$ cat config.mk
export PLATFORM = sky130hd
export DESIGN_NAME = ultrasonic_tof_ranger_unit
export DESIGN_NICKNAME = d
export VERILOG_FILES = /design/src/hdl/utr_pkg.sv /design/src/hdl/ultrasonic_tof_ranger_unit.sv /design/src/hdl/utr_ctrl.sv /design/src/hdl/utr_scale.sv
export SDC_FILE = /design/constraint.sdc
export NUM_CORES = 1
export LEC_CHECK = 0
export ABC_AREA = 1
export ABC_CLOCK_PERIOD_IN_PS = 9020
export BUFFER_PORTS_ARGS = -buffer_cell sky130_fd_sc_hd__buf_2
export CORE_ASPECT_RATIO = 0.9
export CORE_MARGIN = 4
export CORE_UTILIZATION = 55
export CTS_BUF_LIST = sky130_fd_sc_hd__clkbuf_16
export CTS_CLUSTER_DIAMETER = 200
export DETAILED_ROUTE_END_ITERATION = 12
export GPL_ROUTABILITY_DRIVEN = 0
export PLACE_DENSITY_LB_ADDON = 0.25
export SKIP_CTS_REPAIR_TIMING = 1
export SKIP_LAST_GASP = 1
export SYNTH_ARGS = -nofsm -noshare
export SYNTH_HDL_FRONTEND = slang
export SYNTH_SLANG_ARGS = --single-unit
$ cat constraint.sdc
create_clock -name clk -period 9.02 [get_ports clk]
set_clock_uncertainty 0.1 [all_clocks]
set_input_delay 0 -clock clk [delete_from_list [all_inputs] [get_ports clk]]
set_output_delay 0 -clock clk [all_outputs]
set_load 0.05 [all_outputs]
$ cat src/hdl/utr_pkg.sv
// Shared types and constants of the ultrasonic time-of-flight ranger.
// No dependencies; imported by every module of the block.
package utr_pkg;

  // Word carried by the input channel: one microsecond tick
  typedef struct packed {
    logic start_req;
    logic echo_level;
  } in_word_t;

  // Word carried by the result channel
  typedef struct packed {
    logic        tx_gate;
    logic        busy_res;
    logic        done_res;
    logic        echo_found;
    logic [13:0] flight_us;
    logic [11:0] distance_q4;
  } out_word_t;

  // Tick result before distance scaling
  typedef struct packed {
    logic        tx_gate;
    logic        busy_res;
    logic        done_res;
    logic        echo_found;
    logic [13:0] flight_us;
  } mid_word_t;

  // Measurement phase, one-hot
  typedef enum logic [3:0] {
    PH_IDLE   = 4'b0001,
    PH_TX     = 4'b0010,
    PH_BLIND  = 4'b0100,
    PH_LISTEN = 4'b1000
  } phase_t;

  // Configuration register indexes
  localparam logic [1:0] REG_TX_TICKS      = 2'd0;
  localparam logic [1:0] REG_BLIND_TICKS   = 2'd1;
  localparam logic [1:0] REG_TIMEOUT_TICKS = 2'd2;

  localparam int CFG_AW = 2;
  localparam int CFG_DW = 13;

  // Register reset values
  localparam logic [11:0] TX_TICKS_RST      = 12'd500;
  localparam logic [11:0] BLIND_TICKS_RST   = 12'd250;
  localparam logic [12:0] TIMEOUT_TICKS_RST = 13'd3500;

  // distance_q4 = floor(flight*16/58) = floor((flight*8)/29).
  // Reciprocal ceil(2^22/29) is exact for numerators below 174762; ours stay under 98289.
  localparam logic [17:0] RECIP_29    = 18'd144632;
  localparam int          RECIP_SHIFT = 22;

endpackage

$ cat src/hdl/ultrasonic_tof_ranger_unit.sv
// Top level of the ultrasonic time-of-flight ranger.
// Depends on utr_pkg, utr_ctrl and utr_scale.
//
//   channel  | handshake            | word
//   ---------+----------------------+--------------------------------------
//   in       | in_valid / in_ready  | in_word   (one microsecond tick)
//   out      | out_valid / out_ready| out_word  (one result per tick)
//   cfg      | cfg_we               | cfg_addr, cfg_wdata (no read-back)
//
// One tick word per cycle sustained while the output is not stalled; each result passes
// through the stage-one and output registers. The phase counter steps once per accepted
// word; the divide by 58 is a 17x18 multiply in the second stage.
// Reset is synchronous: idle phase, counters clear, registers to defaults.
// A stalled output holds its word; the first stage keeps accepting until it also fills.
module ultrasonic_tof_ranger_unit
  import utr_pkg::*;
(
  input  logic              clk,
  input  logic              rst_n,
  input  logic              in_valid,
  output logic              in_ready,
  input  in_word_t          in_word,
  output logic              out_valid,
  input  logic              out_ready,
  output out_word_t         out_word,
  input  logic              cfg_we,
  input  logic [CFG_AW-1:0] cfg_addr,
  input  logic [CFG_DW-1:0] cfg_wdata
);

  logic      in_fire;
  logic      s1_free;
  mid_word_t mid_nxt;

  assign in_ready = s1_free;
  assign in_fire  = in_valid && s1_free;

  // Phase sequencer and flight time
  utr_ctrl u_ctrl (
    .clk       (clk),
    .rst_n     (rst_n),
    .in_fire   (in_fire),
    .in_word   (in_word),
    .cfg_we    (cfg_we),
    .cfg_addr  (cfg_addr),
    .cfg_wdata (cfg_wdata),
    .mid_nxt   (mid_nxt)
  );

  // Distance scaling and output stage
  utr_scale u_scale (
    .clk       (clk),
    .rst_n     (rst_n),
    .in_fire   (in_fire),
    .mid_nxt   (mid_nxt),
    .s1_free   (s1_free),
    .out_valid (out_valid),
    .out_ready (out_ready),
    .out_word  (out_word)
  );

endmodule

$ cat src/hdl/utr_ctrl.sv
// Measurement sequencer: config registers, phase/counter state, edge detect, flight time.
// Depends on utr_pkg.
module utr_ctrl
  import utr_pkg::*;
(
  input  logic              clk,
  input  logic              rst_n,
  input  logic              in_fire,
  input  in_word_t          in_word,
  input  logic              cfg_we,
  input  logic [CFG_AW-1:0] cfg_addr,
  input  logic [CFG_DW-1:0] cfg_wdata,
  output mid_word_t         mid_nxt
);

  logic [11:0] tx_ticks_r;
  logic [11:0] blind_ticks_r;
  logic [12:0] timeout_ticks_r;

  phase_t      phase_r, phase_nxt;
  logic [12:0] phase_count_r, phase_count_nxt;
  logic        last_echo_r;

  phase_t      cur_phase;
  logic [12:0] cur_count;
  logic [12:0] cnt_inc;
  logic        start_now;
  logic        rising;

  // Configuration writes
  always_ff @(posedge clk) begin
    if (!rst_n) begin
      tx_ticks_r      <= TX_TICKS_RST;
      blind_ticks_r   <= BLIND_TICKS_RST;
      timeout_ticks_r <= TIMEOUT_TICKS_RST;
    end else if (cfg_we) begin
      unique case (cfg_addr)
        REG_TX_TICKS:      tx_ticks_r      <= cfg_wdata[11:0];
        REG_BLIND_TICKS:   blind_ticks_r   <= cfg_wdata[11:0];
        REG_TIMEOUT_TICKS: timeout_ticks_r <= cfg_wdata;
        default: ;
      endcase
    end
  end

  // A start seen in idle makes this tick the first transmit tick
  assign start_now = (phase_r == PH_IDLE) && in_word.start_req;
  assign cur_phase = start_now ? PH_TX : phase_r;
  assign cur_count = start_now ? 13'd0 : phase_count_r;
  assign cnt_inc   = cur_count + 13'd1;
  assign rising    = in_word.echo_level && !last_echo_r;

  // Per-tick phase step
  always_comb begin
    phase_nxt       = cur_phase;
    phase_count_nxt = cur_count;
    mid_nxt         = '0;
    unique case (cur_phase)
      PH_IDLE: ;
      PH_TX: begin
        mid_nxt.tx_gate  = 1'b1;
        mid_nxt.busy_res = 1'b1;
        phase_count_nxt  = cnt_inc;
        if (cnt_inc >= {1'b0, tx_ticks_r}) begin
          phase_nxt       = (blind_ticks_r == 12'd0) ? PH_LISTEN : PH_BLIND;
          phase_count_nxt = 13'd0;
        end
      end
      PH_BLIND: begin
        mid_nxt.busy_res = 1'b1;
        phase_count_nxt  = cnt_inc;
        if (cnt_inc >= {1'b0, blind_ticks_r}) begin
          phase_nxt       = PH_LISTEN;
          phase_count_nxt = 13'd0;
        end
      end
      PH_LISTEN: begin
        if (rising) begin
          // first echo edge: capture flight time
          mid_nxt.done_res   = 1'b1;
          mid_nxt.echo_found = 1'b1;
          mid_nxt.flight_us  = {2'b00, blind_ticks_r} + {1'b0, cur_count};
          phase_nxt          = PH_IDLE;
          phase_count_nxt    = 13'd0;
        end else if (cnt_inc >= timeout_ticks_r) begin
          mid_nxt.done_res = 1'b1;
          phase_nxt        = PH_IDLE;
          phase_count_nxt  = 13'd0;
        end else begin
          mid_nxt.busy_res = 1'b1;
          phase_count_nxt  = cnt_inc;
        end
      end
      default: begin
        phase_nxt       = PH_IDLE;
        phase_count_nxt = 13'd0;
      end
    endcase
  end

  // State advances once per accepted tick
  always_ff @(posedge clk) begin
    if (!rst_n) begin
      phase_r       <= PH_IDLE;
      phase_count_r <= 13'd0;
      last_echo_r   <= 1'b0;
    end else if (in_fire) begin
      phase_r       <= phase_nxt;
      phase_count_r <= phase_count_nxt;
      last_echo_r   <= in_word.echo_level;
    end
  end

endmodule

$ cat src/hdl/utr_scale.sv
// Tick result register, distance scaling by reciprocal multiply, and output register.
// Depends on utr_pkg.
module utr_scale
  import utr_pkg::*;
(
  input  logic      clk,
  input  logic      rst_n,
  input  logic      in_fire,
  input  mid_word_t mid_nxt,
  output logic      s1_free,
  output logic      out_valid,
  input  logic      out_ready,
  output out_word_t out_word
);

  mid_word_t   s1_r;
  logic        s1_valid_r;
  out_word_t   out_r;
  logic        out_valid_r;
  logic        s2_load;
  logic [16:0] numer;
  logic [34:0] prod;

  // Stage two loads when the output register is empty or being drained
  assign s2_load = s1_valid_r && (!out_valid_r || out_ready);
  assign s1_free = !s1_valid_r || s2_load;

  // Stage one: registered tick result
  always_ff @(posedge clk) begin
    if (!rst_n) begin
      s1_valid_r <= 1'b0;
    end else if (in_fire) begin
      s1_valid_r <= 1'b1;
    end else if (s2_load) begin
      s1_valid_r <= 1'b0;
    end
  end

  always_ff @(posedge clk) begin
    if (in_fire) begin
      s1_r <= mid_nxt;
    end
  end

  // flight*8 times reciprocal of 29, upper bits give the Q4 distance
  assign numer = {s1_r.flight_us, 3'b000};
  assign prod  = {18'd0, numer} * {17'd0, RECIP_29};

  // Stage two: output register
  always_ff @(posedge clk) begin
    if (!rst_n) begin
      out_valid_r <= 1'b0;
    end else if (s2_load) begin
      out_valid_r <= 1'b1;
    end else if (out_ready) begin
      out_valid_r <= 1'b0;
    end
  end

  always_ff @(posedge clk) begin
    if (s2_load) begin
      out_r.tx_gate     <= s1_r.tx_gate;
      out_r.busy_res    <= s1_r.busy_res;
      out_r.done_res    <= s1_r.done_res;
      out_r.echo_found  <= s1_r.echo_found;
      out_r.flight_us   <= s1_r.flight_us;
      out_r.distance_q4 <= prod[RECIP_SHIFT+11:RECIP_SHIFT];
    end
  end

  assign out_valid = out_valid_r;
  assign out_word  = out_r;

endmodule

Yosys cells after proc, flatten, opt, wreduce, memory -nomap -nowiden
Index checks and enable logic that the tools add are counted.
W data, S select, Z words.

operators by class
  $add $sub $neg = 2
  multiply operators = 1
  divide/modulo/power cells = 0
  magnitude comparators = 3
  equal/unequal tests = 7
  shifts and indexed selects = 0
  muxes and demuxes = 24
  bitwise operators = 0
  reduce and logical (&&, ||, !) cells = 18

operators by type and width
  kind                      count
  $mux W13                  5
  $pmux W13 S4              1
  $mul A14 B15 Y28 const B  1
  $ge A13 B12 Y1            2
  $mux W4                   6
  $pmux W4 S4               1
  $mux W15                  1
  $add A12 B13 Y14          1
  $add A13 B1 Y13 const B   1
  $ge A13 B13 Y1            1
  $logic_not A12 Y1         1
  $mux W1                   9
  $eq A4 B1 Y1 const B      2
  $reduce_and A2 Y1         4
  $eq A4 B2 Y1 const B      1
  $eq A4 B3 Y1 const B      1
  $eq A4 B4 Y1 const B      1
  $logic_and A1 B1 Y1       4
  $reduce_bool A2 Y1        2
  $logic_not A1 Y1          3
  $eq A2 B1 Y1 const B      1
  $eq A2 B2 Y1 const B      1
  $logic_not A2 Y1          1
  $logic_or A1 B1 Y1        2
  2 further kinds           2

storage, ports and cells
  flip-flop bits (word level) = 105
  bits in latches = 0
  RAM bits = 0
  ROM bits = 0
  input bits = 22
  word-level logic and storage cells = 74
  memories = 0

Depth between registers and ports, before layout
  word-level depth = 8
  mapped depth = 30

Hierarchy
Synthesis repeated with hierarchy kept, for this count alone.

second synthesis, totals
  cells, all modules = 1253
  area total of the unflattened synthesis = 10137.2 sq um

by module, submodules not included
  module                      instances  cells an instance  area an instance (sq um)  seq. area each (sq um)
  utr_scale                   1          654                5970.7                    1481.4
  utr_ctrl                    1          597                4159.0                    1101.1
  ultrasonic_tof_ranger_unit  1          2                  7.5                       0.0

Worst setup path before layout
No wires, ideal clock.

  kind = reg-to-reg
  start = reg u_scale.s1_r (netlist bit u_scale.numer[14])
  end = reg u_scale.out_r (netlist bit u_scale.out_word[8]), data pin
  library setup time = 0.264 ns
  arrival time = 4.857 ns
  required time = 8.656 ns
  setup slack = 3.800 ns
  stages on the path, launching flop included = 21
  period minus slack after synthesis = 5.220 ns
  path through = edfxtp_1 > fa_1 > nand2_1 > inv_1 > nor2_1 > ha_1 > inv_1 > fa_1 > inv_1 > fa_1 > fa_1 > fa_1 > ha_1 > nand2_1 > nor2_1 > inv_1 > nor2_1 > nand3_1 > o211ai_1 > a31oi_1 > xor2_1

on the way
  longest elaborated chain between the ends = 1

ends and longest elaborated chain
  item                      line             text
  start: declaration        utr_scale.sv:16  mid_word_t s1_r;
  start signal: assignment  utr_scale.sv:41  s1_r <= mid_nxt;
  $mul A14 B15 Y28          utr_scale.sv:47  assign prod = {18'd0, numer} * {17'd0, RECIP_29};
  via u_scale.prod[30]      utr_scale.sv:22  logic [34:0] prod;
  end: declaration          utr_scale.sv:18  out_word_t out_r;

The timed path passes the listed nets, and every way through them passes these cells.
A chain may end at the register's enable or synchronous reset.

Worst setup path after layout
Same ends and word-level chain as after synthesis.

==> flow_metrics.tcl <==
set metrics [dict create \
    outcome "finished clean" \
    fin_util 0.620 \
    hold_path.class "input port to flop" \
    drive_gt1_frac 0.0863 \
    peakVddDrop_uv 125 \
    placed_area_um2 10100 \
    period_share 0.629 \
    slowest_delay_ns 0.63 \
    setup_viol_count_final 0 \
    die-area_um2 19500 \
    pre_cts_ws_ns 3.36 \
    setup_slack_ns 3.35 \
    start_util 0.563 \
    drt_iter0_drc 475 \
    drv_cap 0 \
    fin_crit_ns 5.67 \
    switching_share 0.414 \
    yosys.area_share.simple 0.138 \
    synth_compound_area_frac 0.113 \
    routed_via_density 5.28 \
    rsz0062_at_grt "false" \
    diodes 0 \
    synth.avg_cell_area_um2 8.59 \
    cts-root-buf "clkbuf_16" \
    n_fill_cell 1483 \
    combPwrFrac 0.482 \
    clk_pin_slew_ns 0.07 \
    p_leak_nw 5.59 \
    seq_area_um2 2580 \
    crit_start "u_scale.numer[14]" \
    worstSkewPairLatency_ns 0.36 \
    tightest_slew_ns 1.07 \
    cts_tree "done" \
    syn_nets 1367 \
    nets 1433 \
    hold_slack_ns 0.0134 \
    synth-xor-area-share 0.0211 \
    worstPathArrival_ns 5.68 \
    cp_data_required_time_ns 9.03 \
    boundaryPins 54 \
    path_buf_inv 4 \
    internal-power_mw 1.10 \
    critPathSlowestCell "fa_1" \
    die_h_um 133 \
    grt_pass1_wl_um 33600 \
    ctsLongestPathBuffers 2 \
    syn_inst 1111 \
    place_inst 1386 \
    yosys.area_share.adder 0.355 \
    maxSlewHeadroom 0.284 \
    p_sw_mw 0.776 \
    cp_max_fo 8 \
    synth_top_family_by_area "adder cells" \
    crit_chain "fa_1 > nand2_1 > inv_1 > nor2_1 > ha_1 > inv_1 > fa_1 > inv_1 > fa_1 > fa_1 > fa_1 > ha_1 > nand2_1 > nor2_1 > inv_1 > nor2_1 > nand3_1 > o211ai_1 > a31oi_1 > xor2_1" \
    port_buffers 53 \
    multi_input_area_um2 6000 \
    ys_warn_count 0 \
    syn2layout_area_growth_pct 10.0 \
    num_vias 7485 \
    muxShareOfSynthArea 0 \
    gr-usage-all-layers 0.214 \
    power.share.clock 0.213 \
    antenna_found_initial 0 \
    dr.pass1.iters 5 \
    critPathCaptureType "flop" \
    grt_pass1_vias 6752 \
    drv_slew 0 \
    hp-start "in_valid" \
    final_cell_mix "239 x inv_1, 173 x ha_1, 168 x nand2_1, 86 x a21oi_1, 61 x fa_1" \
    synth_area_um2 9550 \
    cp-start-kind "flop" \
    die_w_um 147 \
    grt_overflow 0 \
    rows 45 \
    setup.worst_path.class "flop to flop" \
    grt_max_degree 42 \
    synth_cell_types 41 \
    drt-wirelength-per-cell_um 14.7 \
    drtAntennaViolNets 0 \
    synth-seq-cells 105 \
    timing.rr.start "u_scale.numer[14]" \
    routed_wl_um 20900 \
    seqPwrFrac 0.304 \
    clock-sinks 105 \
    cts_buffers 9 \
    core_um2 16900 \
    seq_area_frac_synth 0.270 \
    critPathTopFamily "adder cells" \
    crit_top_cell "fa_1" \
    hold_violations 0 \
    total_power_mw 1.88 \
    power_density_nw_per_um2 178 \
    drc 0 \
    dp_hpwl_um 16700 \
    tns_ns 0 \
    stdcell_count 1417 \
    design_area_um2 10500 \
    fmaxAchievable_mhz 176 \
    final_common_cell "inv_1" \
    htreeDepth 3 \
]
power groups by stage:
| stage | Clock, mW | Sequential [mW] | Combinational (mW) |
|---|---|---|---|
| final | 0.400 | 0.571 | 0.905 |
| after global routing | 0.426 | 0.575 | 1.04 |
| after CTS | 0.409 | 0.571 | 0.908 |
| after detailed placement | 0 | 0.581 | 0.899 |
| after global placement | 0 | 0.581 | 0.889 |
| after floorplan | 0 | 0.649 | 0.635 |
routing by layer:
layer | track usage | vias up | wire length (µm) | part of all wire
met2 | 0.306 | 188 | 8600 | 0.41
li1 | - | 3758 | - | -
met1 | 0.342 | 3518 | 10800 | 0.52
met3 | 0.0271 | 21 | 1120 | 0.054
met5 | 0 | - | 0 | 0
met4 | 0.0522 | 0 | 284 | 0.014
worst register-to-register path: cells and delay by family (launching register included):
kind                       cells  cell delay [ns]
adders and majority gates      7             3.26
and+or+nand+nor                6             0.56
AOI/OAI and AO/OA              2             0.55
DFF                            1             0.54
buffers and inverters          4             0.24
xor gates and xnor gates       1             0.17
synthesized netlist by cell type:
master,n,share of area
a211o_1,1,0.00092
a211oi_1,1,0.00079
a21boi_0,2,0.0016
a21o_1,3,0.0024
a21oi_1,87,0.046
a21oi_2,10,0.0092
a31oi_1,3,0.0020
buf_1,2,0.00079
buf_2,1,0.00052
buf_6,2,0.0024
clkbuf_1,10,0.0039
clkinv_1,1,0.00039
dfxtp_1,57,0.12
edfxtp_1,48,0.15
fa_1,61,0.13
ha_1,173,0.23
inv_1,239,0.094
inv_2,1,0.00039
nand2_1,168,0.066
nand2_2,12,0.0079
nand3_1,34,0.018
nand3_2,3,0.0031
nand4_1,13,0.0085
nor2_1,57,0.022
nor2_2,2,0.0013
nor2_4,1,0.0012
nor3_1,9,0.0047
nor3_2,1,0.0010
nor3b_1,1,0.00079
nor4_1,3,0.0020
o2111ai_1,2,0.0018
o211ai_1,21,0.017
o21a_1,4,0.0031
o21ai_0,47,0.025
o21bai_1,3,0.0024
o221ai_1,1,0.00092
o31ai_1,2,0.0016
or2_2,1,0.00066
or3_1,1,0.00066
xnor2_1,3,0.0028
xor2_1,20,0.018
layout make-up:
cell class	instances	share of cell area
Timing Repair Buffer	70	0.0410
Clock inverter	7	0.00667
Tap cell	235	0.0280
Sequential cell	105	0.246
Clock buffer	9	0.0214
Inverter	241	0.0861
Multi-Input combinational cell	750	0.571
state kept, by name (all words and copies together), names as in the netlist:
register and flops:
u_ctrl.phase_r 4, u_scale.s1_valid_r 1, u_ctrl.tx_ticks_r 12, u_scale.out_word 30
u_ctrl.phase_count_r 13, u_scale.out_valid 1, u_ctrl.blind_ticks_r 12, u_ctrl.last_echo_r 1
u_scale.numer 14, u_scale.s1_r 4, u_ctrl.timeout_ticks_r 13
final timing paths:
check                          to  slack, ns  cells after the start
min reg2reg  u_scale.out_word[29]       0.32                      0
max           u_scale.out_word[8]       3.35                     20
max reg2reg   u_scale.out_word[8]       3.35                     20
min             u_ctrl.phase_r[2]       0.01                      4
kinds of logic after synthesis:
logic type / Yosys count
compound gates: 187
xor+xnor: 23
fa+ha+maj: 234
buf+inv: 256
flops: 105
simple gates: 306
No activity file was read; power rests on OpenSTA's default activity.
